$ cat src/hdl/assert_macros.svh
// Assertion macros shared by the alarm table RTL.
`ifndef ASSERT_MACROS_SVH
`define ASSERT_MACROS_SVH
// Implication checked on every rising edge outside reset.
`define ATM_ASSERT_IMP(label, clk, rst_n, ante, cons, msg) \
	label: assert property (@(posedge clk) disable iff (!rst_n) (ante) |-> (cons)) \
		else $error(msg);
// Next-cycle implication checked outside reset.
`define ATM_ASSERT_NEXT(label, clk, rst_n, ante, cons, msg) \
	label: assert property (@(posedge clk) disable iff (!rst_n) (ante) |=> (cons)) \
		else $error(msg);
`endif

$ cat src/hdl/atm_pkg.sv
// Shared types and constants of the alarm table manager.
package atm_pkg;
	localparam int TableSlotsDefault = 16;
	localparam int TypeCountDefault = 16;
	localparam logic [15:0] DebounceReset = 16'd1000;

	localparam logic [2:0] ModeRaise = 3'd0;
	localparam logic [2:0] ModeClearType = 3'd1;
	localparam logic [2:0] ModeClearAll = 3'd2;
	localparam logic [2:0] ModeAckSlot = 3'd3;
	localparam logic [2:0] ModeAckAll = 3'd4;
	localparam logic [2:0] ModeRead = 3'd5;

	typedef enum logic [2:0] {
		ST_IDLE,
		ST_SCAN,
		ST_DECIDE,
		ST_SHIFT,
		ST_APPLY,
		ST_READ,
		ST_DONE
	} state_t;

	typedef struct packed {
		logic load;
		logic scan_clr;
		logic scan_step;
		logic shift_load;
		logic shift_step;
		logic apply;
		logic read;
		logic finish;
	} cmd_t;

	typedef struct packed {
		logic scan_last;
		logic shift_last;
		logic need_shift;
	} stat_t;

	function automatic logic [6:0] penalty(input logic [1:0] sev);
		case (sev)
			2'd0: penalty = 7'd1;
			2'd1: penalty = 7'd5;
			2'd2: penalty = 7'd10;
			default: penalty = 7'd25;
		endcase
	endfunction
endpackage

$ cat src/hdl/alarm_table_manager_core.sv
// Top level of the alarm table manager.
// Usage: write debounce_ms through cfg_valid/cfg_ready/cfg_data while idle;
// cfg_ready is high whenever busy is low (reset value 1000 ms).
// Raise start with the item fields while busy is low; the item is taken at
// that edge and busy rises. One result appears for exactly one cycle with
// done high; the receiver cannot stall it and must take it then.
// A result follows its item after the slot search pass and the health-score
// pass, both of which visit one slot per cycle, and after the states that pick
// the path, apply the update and finish; when a full table compacts, a
// one-slot-per-cycle shift comes before the update.
// Reset empties the table, clears counts, flags and debounce timers, and
// returns the block to idle with busy low.
// A raise refused by debounce or with a reserved type changes no state.
// Busy is already low while done is high, so the next item can be started
// in that same cycle.
module alarm_table_manager_core #(
	parameter int TABLE_SLOTS = atm_pkg::TableSlotsDefault,
	parameter int TYPE_COUNT = atm_pkg::TypeCountDefault
) (
	input  logic        clk,
	input  logic        arst_n,
	input  logic        start,
	output logic        busy,
	input  logic        cfg_valid,
	output logic        cfg_ready,
	input  logic [15:0] cfg_data,
	input  logic [2:0]  mode,
	input  logic [31:0] now_ms,
	input  logic [3:0]  alarm_type,
	input  logic [1:0]  severity,
	input  logic [31:0] value_bits,
	input  logic [31:0] threshold_bits,
	input  logic [3:0]  slot,
	output logic        done,
	output logic        accepted,
	output logic [3:0]  slot_out,
	output logic [3:0]  entry_type,
	output logic [1:0]  entry_severity,
	output logic [31:0] entry_value_bits,
	output logic [31:0] entry_threshold_bits,
	output logic [15:0] entry_count,
	output logic        entry_active,
	output logic        entry_acked,
	output logic [31:0] entry_age_ms,
	output logic [4:0]  active_count,
	output logic [6:0]  health_level
);
	atm_pkg::cmd_t  cmd;
	atm_pkg::stat_t stat;
	logic [15:0] debounce_q;

	assign cfg_ready = !busy;

	always_ff @(posedge clk or negedge arst_n) begin
		if (!arst_n) begin
			debounce_q <= atm_pkg::DebounceReset;
		end else if (cfg_valid && cfg_ready) begin
			debounce_q <= cfg_data;
		end
	end

	atm_ctrl u_ctrl (
		.clk(clk), .arst_n(arst_n), .start(start),
		.stat(stat), .cmd(cmd), .busy(busy)
	);

	atm_dp #(.TABLE_SLOTS(TABLE_SLOTS), .TYPE_COUNT(TYPE_COUNT)) u_dp (
		.clk(clk), .arst_n(arst_n), .cmd(cmd), .stat(stat), .debounce_ms(debounce_q),
		.mode(mode), .now_ms(now_ms), .alarm_type(alarm_type), .severity(severity),
		.value_bits(value_bits), .threshold_bits(threshold_bits), .slot(slot),
		.done(done), .accepted(accepted), .slot_out(slot_out), .entry_type(entry_type),
		.entry_severity(entry_severity), .entry_value_bits(entry_value_bits),
		.entry_threshold_bits(entry_threshold_bits), .entry_count(entry_count),
		.entry_active(entry_active), .entry_acked(entry_acked),
		.entry_age_ms(entry_age_ms), .active_count(active_count),
		.health_level(health_level)
	);
endmodule

$ cat src/hdl/atm_ctrl.sv
// Sequencer of the alarm table manager.
`include "assert_macros.svh"
module atm_ctrl (
	input  logic            clk,
	input  logic            arst_n,
	input  logic            start,
	input  atm_pkg::stat_t  stat,
	output atm_pkg::cmd_t   cmd,
	output logic            busy
);
	atm_pkg::state_t state_q, state_d;

	always_ff @(posedge clk or negedge arst_n) begin
		if (!arst_n) begin
			state_q <= atm_pkg::ST_IDLE;
		end else begin
			state_q <= state_d;
		end
	end

	always_comb begin
		state_d = state_q;
		case (state_q)
			atm_pkg::ST_IDLE: begin
				if (start) state_d = atm_pkg::ST_SCAN;
			end
			atm_pkg::ST_SCAN: begin
				if (stat.scan_last) state_d = atm_pkg::ST_DECIDE;
			end
			atm_pkg::ST_DECIDE: begin
				state_d = stat.need_shift ? atm_pkg::ST_SHIFT : atm_pkg::ST_APPLY;
			end
			atm_pkg::ST_SHIFT: begin
				if (stat.shift_last) state_d = atm_pkg::ST_APPLY;
			end
			atm_pkg::ST_APPLY: state_d = atm_pkg::ST_READ;
			atm_pkg::ST_READ: begin
				if (stat.scan_last) state_d = atm_pkg::ST_DONE;
			end
			atm_pkg::ST_DONE: state_d = atm_pkg::ST_IDLE;
			default: state_d = atm_pkg::ST_IDLE;
		endcase
	end

	always_comb begin
		cmd = '0;
		busy = (state_q != atm_pkg::ST_IDLE);
		case (state_q)
			atm_pkg::ST_IDLE: begin
				cmd.load = start;
				cmd.scan_clr = start;
			end
			atm_pkg::ST_SCAN: cmd.scan_step = 1'b1;
			atm_pkg::ST_DECIDE: cmd.shift_load = stat.need_shift;
			atm_pkg::ST_SHIFT: cmd.shift_step = 1'b1;
			atm_pkg::ST_APPLY: cmd.apply = 1'b1;
			atm_pkg::ST_READ: cmd.read = 1'b1;
			atm_pkg::ST_DONE: cmd.finish = 1'b1;
			default: cmd = '0;
		endcase
	end

	`ATM_ASSERT_IMP(a_busy_on_start, clk, arst_n, state_q == atm_pkg::ST_IDLE && start, cmd.load, "start not loaded")
	`ATM_ASSERT_NEXT(a_done_idle, clk, arst_n, cmd.finish, state_q == atm_pkg::ST_IDLE, "done not followed by idle")
	`ATM_ASSERT_IMP(a_one_cmd, clk, arst_n, 1'b1, $onehot0({cmd.scan_step, cmd.shift_load, cmd.shift_step, cmd.apply, cmd.read, cmd.finish}), "overlapping commands")
endmodule

$ cat src/hdl/atm_dp.sv
// Slot table, search, compaction and result logic of the alarm table manager.
`include "assert_macros.svh"
module atm_dp #(
	parameter int TABLE_SLOTS = atm_pkg::TableSlotsDefault,
	parameter int TYPE_COUNT = atm_pkg::TypeCountDefault
) (
	input  logic            clk,
	input  logic            arst_n,
	input  atm_pkg::cmd_t   cmd,
	output atm_pkg::stat_t  stat,
	input  logic [15:0]     debounce_ms,
	input  logic [2:0]      mode,
	input  logic [31:0]     now_ms,
	input  logic [3:0]      alarm_type,
	input  logic [1:0]      severity,
	input  logic [31:0]     value_bits,
	input  logic [31:0]     threshold_bits,
	input  logic [3:0]      slot,
	output logic            done,
	output logic            accepted,
	output logic [3:0]      slot_out,
	output logic [3:0]      entry_type,
	output logic [1:0]      entry_severity,
	output logic [31:0]     entry_value_bits,
	output logic [31:0]     entry_threshold_bits,
	output logic [15:0]     entry_count,
	output logic            entry_active,
	output logic            entry_acked,
	output logic [31:0]     entry_age_ms,
	output logic [4:0]      active_count,
	output logic [6:0]      health_level
);
	localparam int SW = $clog2(TABLE_SLOTS);
	localparam int CW = $clog2(TABLE_SLOTS + 1);
	localparam int TW = $clog2(TYPE_COUNT);
	localparam logic [SW-1:0] LastSlot = SW'(TABLE_SLOTS - 1);

	logic [3:0]  type_q [TABLE_SLOTS];
	logic [1:0]  sev_q [TABLE_SLOTS];
	logic [31:0] val_q [TABLE_SLOTS];
	logic [31:0] thr_q [TABLE_SLOTS];
	logic [15:0] cnt_q [TABLE_SLOTS];
	logic        act_q [TABLE_SLOTS];
	logic        ack_q [TABLE_SLOTS];
	logic [31:0] since_q [TABLE_SLOTS];
	logic [31:0] last_q [TYPE_COUNT];
	logic [CW-1:0] used_q, act_tot_q;

	logic [2:0]  mode_q;
	logic [31:0] now_q, val_in_q, thr_in_q;
	logic [3:0]  type_in_q, slot_in_q;
	logic [1:0]  sev_in_q;

	logic [SW-1:0] idx_q;
	logic          found_q, empty_ok_q, inact_ok_q;
	logic [SW-1:0] found_idx_q, empty_idx_q, inact_idx_q;
	logic [6:0]    score_q;
	logic          acc_q, show_q;
	logic [SW-1:0] show_idx_q;

	logic type_ok, in_used, deb_ok;
	logic [SW-1:0] sel_idx;

	assign type_ok = (type_in_q != 4'd0) && ({28'd0, type_in_q} < 32'(TYPE_COUNT));
	assign in_used = ({{(32 - CW){1'b0}}, used_q} > {{(32 - SW){1'b0}}, idx_q});
	assign deb_ok = ((now_q - last_q[TW'(type_in_q)]) >= {16'd0, debounce_ms});
	assign stat.scan_last = (idx_q == LastSlot);
	assign stat.shift_last = (idx_q == LastSlot - SW'(1));
	assign stat.need_shift = (mode_q == atm_pkg::ModeRaise) && type_ok && deb_ok &&
		!found_q && !empty_ok_q && inact_ok_q && (inact_idx_q != LastSlot);
	assign sel_idx = found_q ? found_idx_q : (empty_ok_q ? empty_idx_q : LastSlot);

	logic slot_ok;
	assign slot_ok = ({28'd0, slot_in_q} < 32'(TABLE_SLOTS)) &&
		({{(32 - CW){1'b0}}, used_q} > {28'd0, slot_in_q});

	always_ff @(posedge clk) begin
		if (cmd.load) begin
			mode_q <= mode;
			now_q <= now_ms;
			type_in_q <= alarm_type;
			sev_in_q <= severity;
			val_in_q <= value_bits;
			thr_in_q <= threshold_bits;
			slot_in_q <= slot;
		end
	end

	always_ff @(posedge clk or negedge arst_n) begin
		if (!arst_n) begin
			idx_q <= '0;
			found_q <= 1'b0;
			empty_ok_q <= 1'b0;
			inact_ok_q <= 1'b0;
			found_idx_q <= '0;
			empty_idx_q <= '0;
			inact_idx_q <= '0;
			score_q <= 7'd100;
			acc_q <= 1'b0;
			show_q <= 1'b0;
			show_idx_q <= '0;
			used_q <= '0;
			act_tot_q <= '0;
			done <= 1'b0;
			for (int i = 0; i < TABLE_SLOTS; i++) begin
				type_q[i] <= 4'd0;
				cnt_q[i] <= 16'd0;
				act_q[i] <= 1'b0;
				ack_q[i] <= 1'b0;
			end
			for (int t = 0; t < TYPE_COUNT; t++) last_q[t] <= 32'd0;
		end else begin
			done <= cmd.finish;
			if (cmd.scan_clr) begin
				idx_q <= '0;
			end
			if (cmd.load) begin
				found_q <= 1'b0;
				empty_ok_q <= 1'b0;
				inact_ok_q <= 1'b0;
			end
			if (cmd.scan_step) begin
				idx_q <= idx_q + SW'(1);
				if (!found_q && in_used && type_q[idx_q] == type_in_q) begin
					found_q <= 1'b1;
					found_idx_q <= idx_q;
				end
				if (!empty_ok_q && type_q[idx_q] == 4'd0) begin
					empty_ok_q <= 1'b1;
					empty_idx_q <= idx_q;
				end
				if (!inact_ok_q && !act_q[idx_q] && idx_q != LastSlot) begin
					inact_ok_q <= 1'b1;
					inact_idx_q <= idx_q;
				end
			end
			if (cmd.shift_load) begin
				idx_q <= inact_idx_q;
			end
			if (cmd.shift_step) begin
				idx_q <= idx_q + SW'(1);
				type_q[idx_q] <= type_q[idx_q + SW'(1)];
				sev_q[idx_q] <= sev_q[idx_q + SW'(1)];
				val_q[idx_q] <= val_q[idx_q + SW'(1)];
				thr_q[idx_q] <= thr_q[idx_q + SW'(1)];
				cnt_q[idx_q] <= cnt_q[idx_q + SW'(1)];
				act_q[idx_q] <= act_q[idx_q + SW'(1)];
				ack_q[idx_q] <= ack_q[idx_q + SW'(1)];
				since_q[idx_q] <= since_q[idx_q + SW'(1)];
				if (stat.shift_last) begin
					type_q[LastSlot] <= 4'd0;
					act_q[LastSlot] <= 1'b0;
					used_q <= used_q - CW'(1);
				end
			end
			if (cmd.apply) begin
				idx_q <= '0;
				score_q <= 7'd100;
				acc_q <= 1'b0;
				show_q <= 1'b0;
				show_idx_q <= '0;
				case (mode_q)
					atm_pkg::ModeRaise: begin
						if (type_ok && deb_ok) begin
							acc_q <= 1'b1;
							show_q <= 1'b1;
							show_idx_q <= sel_idx;
							last_q[TW'(type_in_q)] <= now_q;
							sev_q[sel_idx] <= sev_in_q;
							val_q[sel_idx] <= val_in_q;
							thr_q[sel_idx] <= thr_in_q;
							if (found_q) begin
								if (cnt_q[sel_idx] != 16'hFFFF)
									cnt_q[sel_idx] <= cnt_q[sel_idx] + 16'd1;
								if (!act_q[sel_idx]) begin
									act_q[sel_idx] <= 1'b1;
									since_q[sel_idx] <= now_q;
									ack_q[sel_idx] <= 1'b0;
									act_tot_q <= act_tot_q + CW'(1);
								end
							end else begin
								type_q[sel_idx] <= type_in_q;
								since_q[sel_idx] <= now_q;
								act_q[sel_idx] <= 1'b1;
								ack_q[sel_idx] <= 1'b0;
								cnt_q[sel_idx] <= 16'd1;
								if ({{(32 - CW){1'b0}}, used_q} <= {{(32 - SW){1'b0}}, sel_idx})
									used_q <= CW'({1'b0, sel_idx} + (SW + 1)'(1));
								if (!(({{(32 - CW){1'b0}}, used_q} >
									{{(32 - SW){1'b0}}, sel_idx}) && act_q[sel_idx]))
									act_tot_q <= act_tot_q + CW'(1);
							end
						end
					end
					atm_pkg::ModeClearType: begin
						if (type_in_q != 4'd0 && found_q && act_q[found_idx_q]) begin
							act_q[found_idx_q] <= 1'b0;
							if (act_tot_q != '0) act_tot_q <= act_tot_q - CW'(1);
							acc_q <= 1'b1;
							show_q <= 1'b1;
							show_idx_q <= found_idx_q;
						end
					end
					atm_pkg::ModeClearAll: begin
						for (int i = 0; i < TABLE_SLOTS; i++)
							if ({{(32 - CW){1'b0}}, used_q} > 32'(i)) act_q[i] <= 1'b0;
						act_tot_q <= '0;
						acc_q <= 1'b1;
					end
					atm_pkg::ModeAckSlot: begin
						if (slot_ok) begin
							ack_q[SW'(slot_in_q)] <= 1'b1;
							acc_q <= 1'b1;
							show_q <= 1'b1;
							show_idx_q <= SW'(slot_in_q);
						end
					end
					atm_pkg::ModeAckAll: begin
						for (int i = 0; i < TABLE_SLOTS; i++)
							if ({{(32 - CW){1'b0}}, used_q} > 32'(i)) ack_q[i] <= 1'b1;
						acc_q <= 1'b1;
					end
					atm_pkg::ModeRead: begin
						if (slot_ok) begin
							acc_q <= 1'b1;
							show_q <= 1'b1;
							show_idx_q <= SW'(slot_in_q);
						end
					end
					default: acc_q <= 1'b0;
				endcase
			end
			if (cmd.read) begin
				idx_q <= idx_q + SW'(1);
				if (in_used && act_q[idx_q]) begin
					score_q <= (score_q > atm_pkg::penalty(sev_q[idx_q])) ?
						score_q - atm_pkg::penalty(sev_q[idx_q]) : 7'd0;
				end
			end
		end
	end

	always_comb begin
		accepted = acc_q;
		slot_out = '0;
		if (mode_q == atm_pkg::ModeAckSlot || mode_q == atm_pkg::ModeRead) slot_out = slot_in_q;
		else if (acc_q && (mode_q == atm_pkg::ModeRaise || mode_q == atm_pkg::ModeClearType))
			slot_out = 4'({{(32 - SW){1'b0}}, show_idx_q});
		entry_type = show_q ? type_q[show_idx_q] : 4'd0;
		entry_severity = show_q ? sev_q[show_idx_q] : 2'd0;
		entry_value_bits = show_q ? val_q[show_idx_q] : 32'd0;
		entry_threshold_bits = show_q ? thr_q[show_idx_q] : 32'd0;
		entry_count = show_q ? cnt_q[show_idx_q] : 16'd0;
		entry_active = show_q && act_q[show_idx_q];
		entry_acked = show_q && ack_q[show_idx_q];
		entry_age_ms = (show_q && act_q[show_idx_q]) ? now_q - since_q[show_idx_q] : 32'd0;
		active_count = 5'({{(32 - CW){1'b0}}, act_tot_q});
		health_level = score_q;
	end

	`ATM_ASSERT_IMP(a_act_le_used, clk, arst_n, 1'b1, act_tot_q <= used_q, "active count above used slots")
	`ATM_ASSERT_IMP(a_score_range, clk, arst_n, 1'b1, score_q <= 7'd100, "health score out of range")
	`ATM_ASSERT_NEXT(a_done_pulse, clk, arst_n, done, !done, "done longer than one cycle")
endmodule

$ cat config.mk
export PLATFORM = sky130hd
export DESIGN_NAME = alarm_table_manager_core
export DESIGN_NICKNAME = d
export VERILOG_FILES = /design/src/hdl/atm_pkg.sv /design/src/hdl/alarm_table_manager_core.sv /design/src/hdl/atm_ctrl.sv /design/src/hdl/atm_dp.sv
export VERILOG_INCLUDE_DIRS = /design/src /design/src/hdl
export SDC_FILE = /design/constraint.sdc
export NUM_CORES = 2
export LEC_CHECK = 0
export BUFFER_PORTS_ARGS = -buffer_cell sky130_fd_sc_hd__buf_2
export CAP_MARGIN = 20
export CORE_ASPECT_RATIO = 0.5
export CORE_MARGIN = 2
export CORE_UTILIZATION = 25
export DETAILED_ROUTE_END_ITERATION = 6
export PLACE_DENSITY = 0.4
export REMOVE_ABC_BUFFERS = 1
export SLEW_MARGIN = 20
export SYNTH_ARGS = -nofsm -noshare
export SYNTH_HDL_FRONTEND = slang
export SYNTH_HIERARCHICAL = 1
export SYNTH_SLANG_ARGS = --single-unit
$ cat constraint.sdc
create_clock -name clk -period 9.85 [get_ports clk]
set_input_delay 0 -clock clk [delete_from_list [all_inputs] [get_ports clk]]
set_output_delay 0 -clock clk [all_outputs]
set_load 0.02 [all_outputs]
==> results by group <==
Status
  – Status: complete, no violations

Final layout
  – Area Growth Syn to Fin: 15.24%
  – Filler cells: 60170
  – Reg area: 0.07357 mm2
  – Layout cells sized above 1: 0.4261
  – Core Util, Final: 0.2899
  – Net count, final: 10390
  – Fin cells: 18430
  – Multi-input gate area: 0.07301 mm2

Detailed routing
  – Starting DRT DRC Count: 9662
  – Routed vias: 98480
  – Final ANT Viol Nets: 0
  – Final wirelength: 609600 um
  – Post-route DRC: 0
  – DR vias/cell: 5.345
  – WL/cell: 33.09 um
  – Detailed-router iteration count before antenna repair: 5

Worst setup path
  – Crit start category: flip-flop
  – CP max stage cell: and4_4
  – CP dominant cell by count: buf_4
  – Arrival time at the worst endpoint: 9.39 ns
  – Crit. End Element: flip-flop
  – CP Depth: 23
  – CP top delay family: compound AO/OA/AOI/OAI gates
  – CP bufs+invs: 3
  – Req. time, crit path: 10.53 ns
  – CP peak stage delay: 0.65 ns
  – Crit path cell chain: buf_4 > mux4_2 > mux4_2 > fa_1 > nand2b_1 > a21o_1 > a211oi_1 > nor2_1 > o21ai_0 > xor2_1 > ha_1 > nand3_1 > a21oi_1 > o31a_1 > a2111o_1 > a2111oi_1 > o2111ai_1 > and4bb_1 > and4_4 > nor3_4 > buf_4 > buf_4 > mux2_1
  – Critical path class: reg -> reg
  – Cells on worst reg2reg path: 23
  – Worst-path fanout max: 35

Place
  – Final HPWL DP: 349100 um
  – I/O Buffers: 268
  – GPL Wtd Cong: 0.8257
  – Cells after DPL: 17590

STA
  – Unrepaired setup endpoints after global routing: no
  – TNS Setup: 0 ns
  – Post-Route Skew: 0.06905 ns
  – Worst-margin pin slew: 1.168 ns
  – Slew headroom: 0.2157
  – Min Tclk post-route: 8.714 ns
  – Fmax: 114.8 MHz
  – Setup violations, final: 0
  – Period utilization: 0.8846
  – Final Hold Viols: 0
  – Final Slew Violations: 0

Synthesis
  – Post-synth EDFFs: 1677
  – Top-count cell post-synth: mux2_2
  – Synth Cell Area: 0.1512 mm2
  – Main synth FF type: edfxtp_1
  – Post-synth top cells: mux2_2 (1775), edfxtp_1 (1677), mux4_2 (1405), dfrtp_1 (917), clkbuf_1 (713)
  – Seq/Total Area, Yosys: 0.4863
  – Cell variety after synth: 103
  – Async set-reset flop share out of synthesis: 0.3557
  – #FFs+latches synth: 2603
  – Synth Area per Inst: 15.04 um2
  – Synth warn: 6
  – Top cell type by total area after synthesis: edfxtp_1
  – Post-synth top area share: 0.3330
  – Post-Synthesis Cells: 10050
  – Ranking of synthesized cells by area: edfxtp_1 (33%), mux4_2 (21%), dfrtp_1 (15%), mux2_2 (13%), mux2_1 (2.8%)

Die
  – Io pins: 269
  – Row Count: 201
  – Initial core utilization: 0.2516
  – Die Height: 553.9 um
  – Core Region: 0.6011 mm2
  – Die area: 0.6115 mm2
  – Die width: 1104 um

CTS
  – Clock Sinks: 2603
  – H-tree lvl count: 5
  – Post CTS Setup Buffer Count: 0
  – Clock-pin slew on the worst setup and hold paths: 0.07 ns
  – TritonCTS clock tree: built
  – Root Driver: clkbuf_16
  – Clock buffer depth: 4
  – CTS Buf Count: 301
  – Skew-Pair Late Insertion Delay: 0.98 ns

Hold path
  – HP Class: in -> reg
  – Worst Hold Depth: 4

Power
  – Max VDD drop: 0.3818 mV
  – Pwr dens: 329.1 mW/mm2
  – Lkg Pwr: 60.16 nW

Global route
  – First-pass GRT wire length: 848600 um
  – Vias in the first global route: 101600
  – Initial antenna violation count: 17
  – Largest net degree at the start of global routing: 137
  – Grt ovf: 0
  – Total track usage: 0.1941

Flow run
  – Maxcap violations: 0
## worst paths after layout
check / start / endpoint / slack (ns)
max in group asynchronous: arst_n / u_dp/cnt_q[249] / 6.46
worst max-delay path: u_dp/type_in_q[0] / u_dp/thr_q[9][3] / 1.14
worst min register to register: u_dp/last_q[509] / u_dp/last_q[509] / 0.37
worst max register to register: u_dp/type_in_q[0] / u_dp/thr_q[9][3] / 1.14
min in group asynchronous: arst_n / u_dp/last_q[60] / 0.54
worst min-delay path: cfg_valid / debounce_q[4] / 0.13
## kinds of logic after synthesis
logic type / count (synthesis) / share of synthesized area
mux: 3656 / 0.3764
flops: 2603 / 0.4863
simple gates: 1258 / 0.04386
buf+inv: 1237 / 0.03498
compound gates: 1116 / 0.04472
fa+ha+maj: 118 / 0.009962
xor+xnor: 65 / 0.003765
## what timing repair did
action / CTS / global route
resized for setup: 0 / 0
hold endpoints to repair: 571 / 0
hold buffers: 271 / 0
## state kept, by name, summed over array words and instances, names as in the netlist, 16 cells and up
register	cells
debounce_q	16
u_dp/ack_q	16
u_dp/act_q	16
u_dp/cnt_q	256
u_dp/last_q	512
u_dp/now_q	32
u_dp/sev_q	32
u_dp/since_q	512
u_dp/thr_in_q	32
u_dp/thr_q	512
u_dp/type_q	64
u_dp/val_in_q	32
u_dp/val_q	512
## through the flow
| stage | instance area (um2) | hold WS, ns | power (mW) | setup slack (ns) |
|---|---|---|---|---|
| floorplan | 146400 | -0.2956 | 34.99 | -23.44 |
| global placement | 161800 | -0.07986 | 45.54 | 1.032 |
| detailed placement | 161900 | -0.08064 | 45.92 | 1.230 |
| CTS | 174200 | 0.1361 | 57.79 | 1.115 |
| global route | 174200 | 0.07537 | 60.41 | 0.7354 |
| finish | 174300 | 0.1347 | 57.35 | 1.136 |
## power breakdown
group | internal, mW | switching, mW
Combinational | 14.0 | 15.2
Clock | 6.51 | 4.98
Sequential | 15.7 | 0.952
Total | 36.2 | 21.1
## area by class of cell
| type | count | area share |
|---|---|---|
| repair buffers | 894 | 0.04298 |
| clock inverters | 137 | 0.007080 |
| diodes | 28 | 0.0004021 |
| clock buffers | 403 | 0.04798 |
| well taps | 8018 | 0.05757 |
| multi-input cells | 6213 | 0.4190 |
| flip-flops and latches | 2603 | 0.4222 |
| inverters | 129 | 0.002793 |
## worst reg2reg max path, delay by kind of cell (launching register included)
kind | cells | cell delay, ns
adder cells (fa/ha/maj) | 2 | 0.69
AND/OR/NAND/NOR | 6 | 1.68
XOR/XNOR | 1 | 0.19
buffers and inverters | 3 | 1.51
AO/OA/AOI/OAI | 8 | 2.08
multiplexers | 3 | 1.67
flip-flops | 1 | 0.59
## per-layer routing
metal,vias up,part of all wire,GRT usage
li1,40360,-,-
met1,54050,0.44,0.2657
met2,3302,0.48,0.3237
met3,764,0.053,0.02667
met4,6,0.029,0.05002
met5,-,0.000067,0
## placed cells by master (no fill, tap or decap), types with 67 or more instances in the layout
cell type / netlist / layout
nor2_1: 378 / 376
mux2i_1: 95 / 95
mux4_2: 1405 / 1405
clkbuf_1: 713 / 67
inv_1: 125 / 125
clkbuf_16: 0 / 310
mux2_2: 1775 / 1775
nand2_1: 327 / 315
dlygate4sd3_1: 0 / 271
buf_2: 223 / 267
a21oi_1: 370 / 370
edfxtp_1: 1677 / 1677
dfrtp_1: 917 / 910
ha_1: 114 / 113
and2_1: 109 / 109
buf_4: 25 / 292
nand4_1: 74 / 74
o21ai_0: 189 / 180
mux2_1: 371 / 371
o22ai_1: 264 / 263
nand3_1: 86 / 74
(Power assumes the default switching activity.)
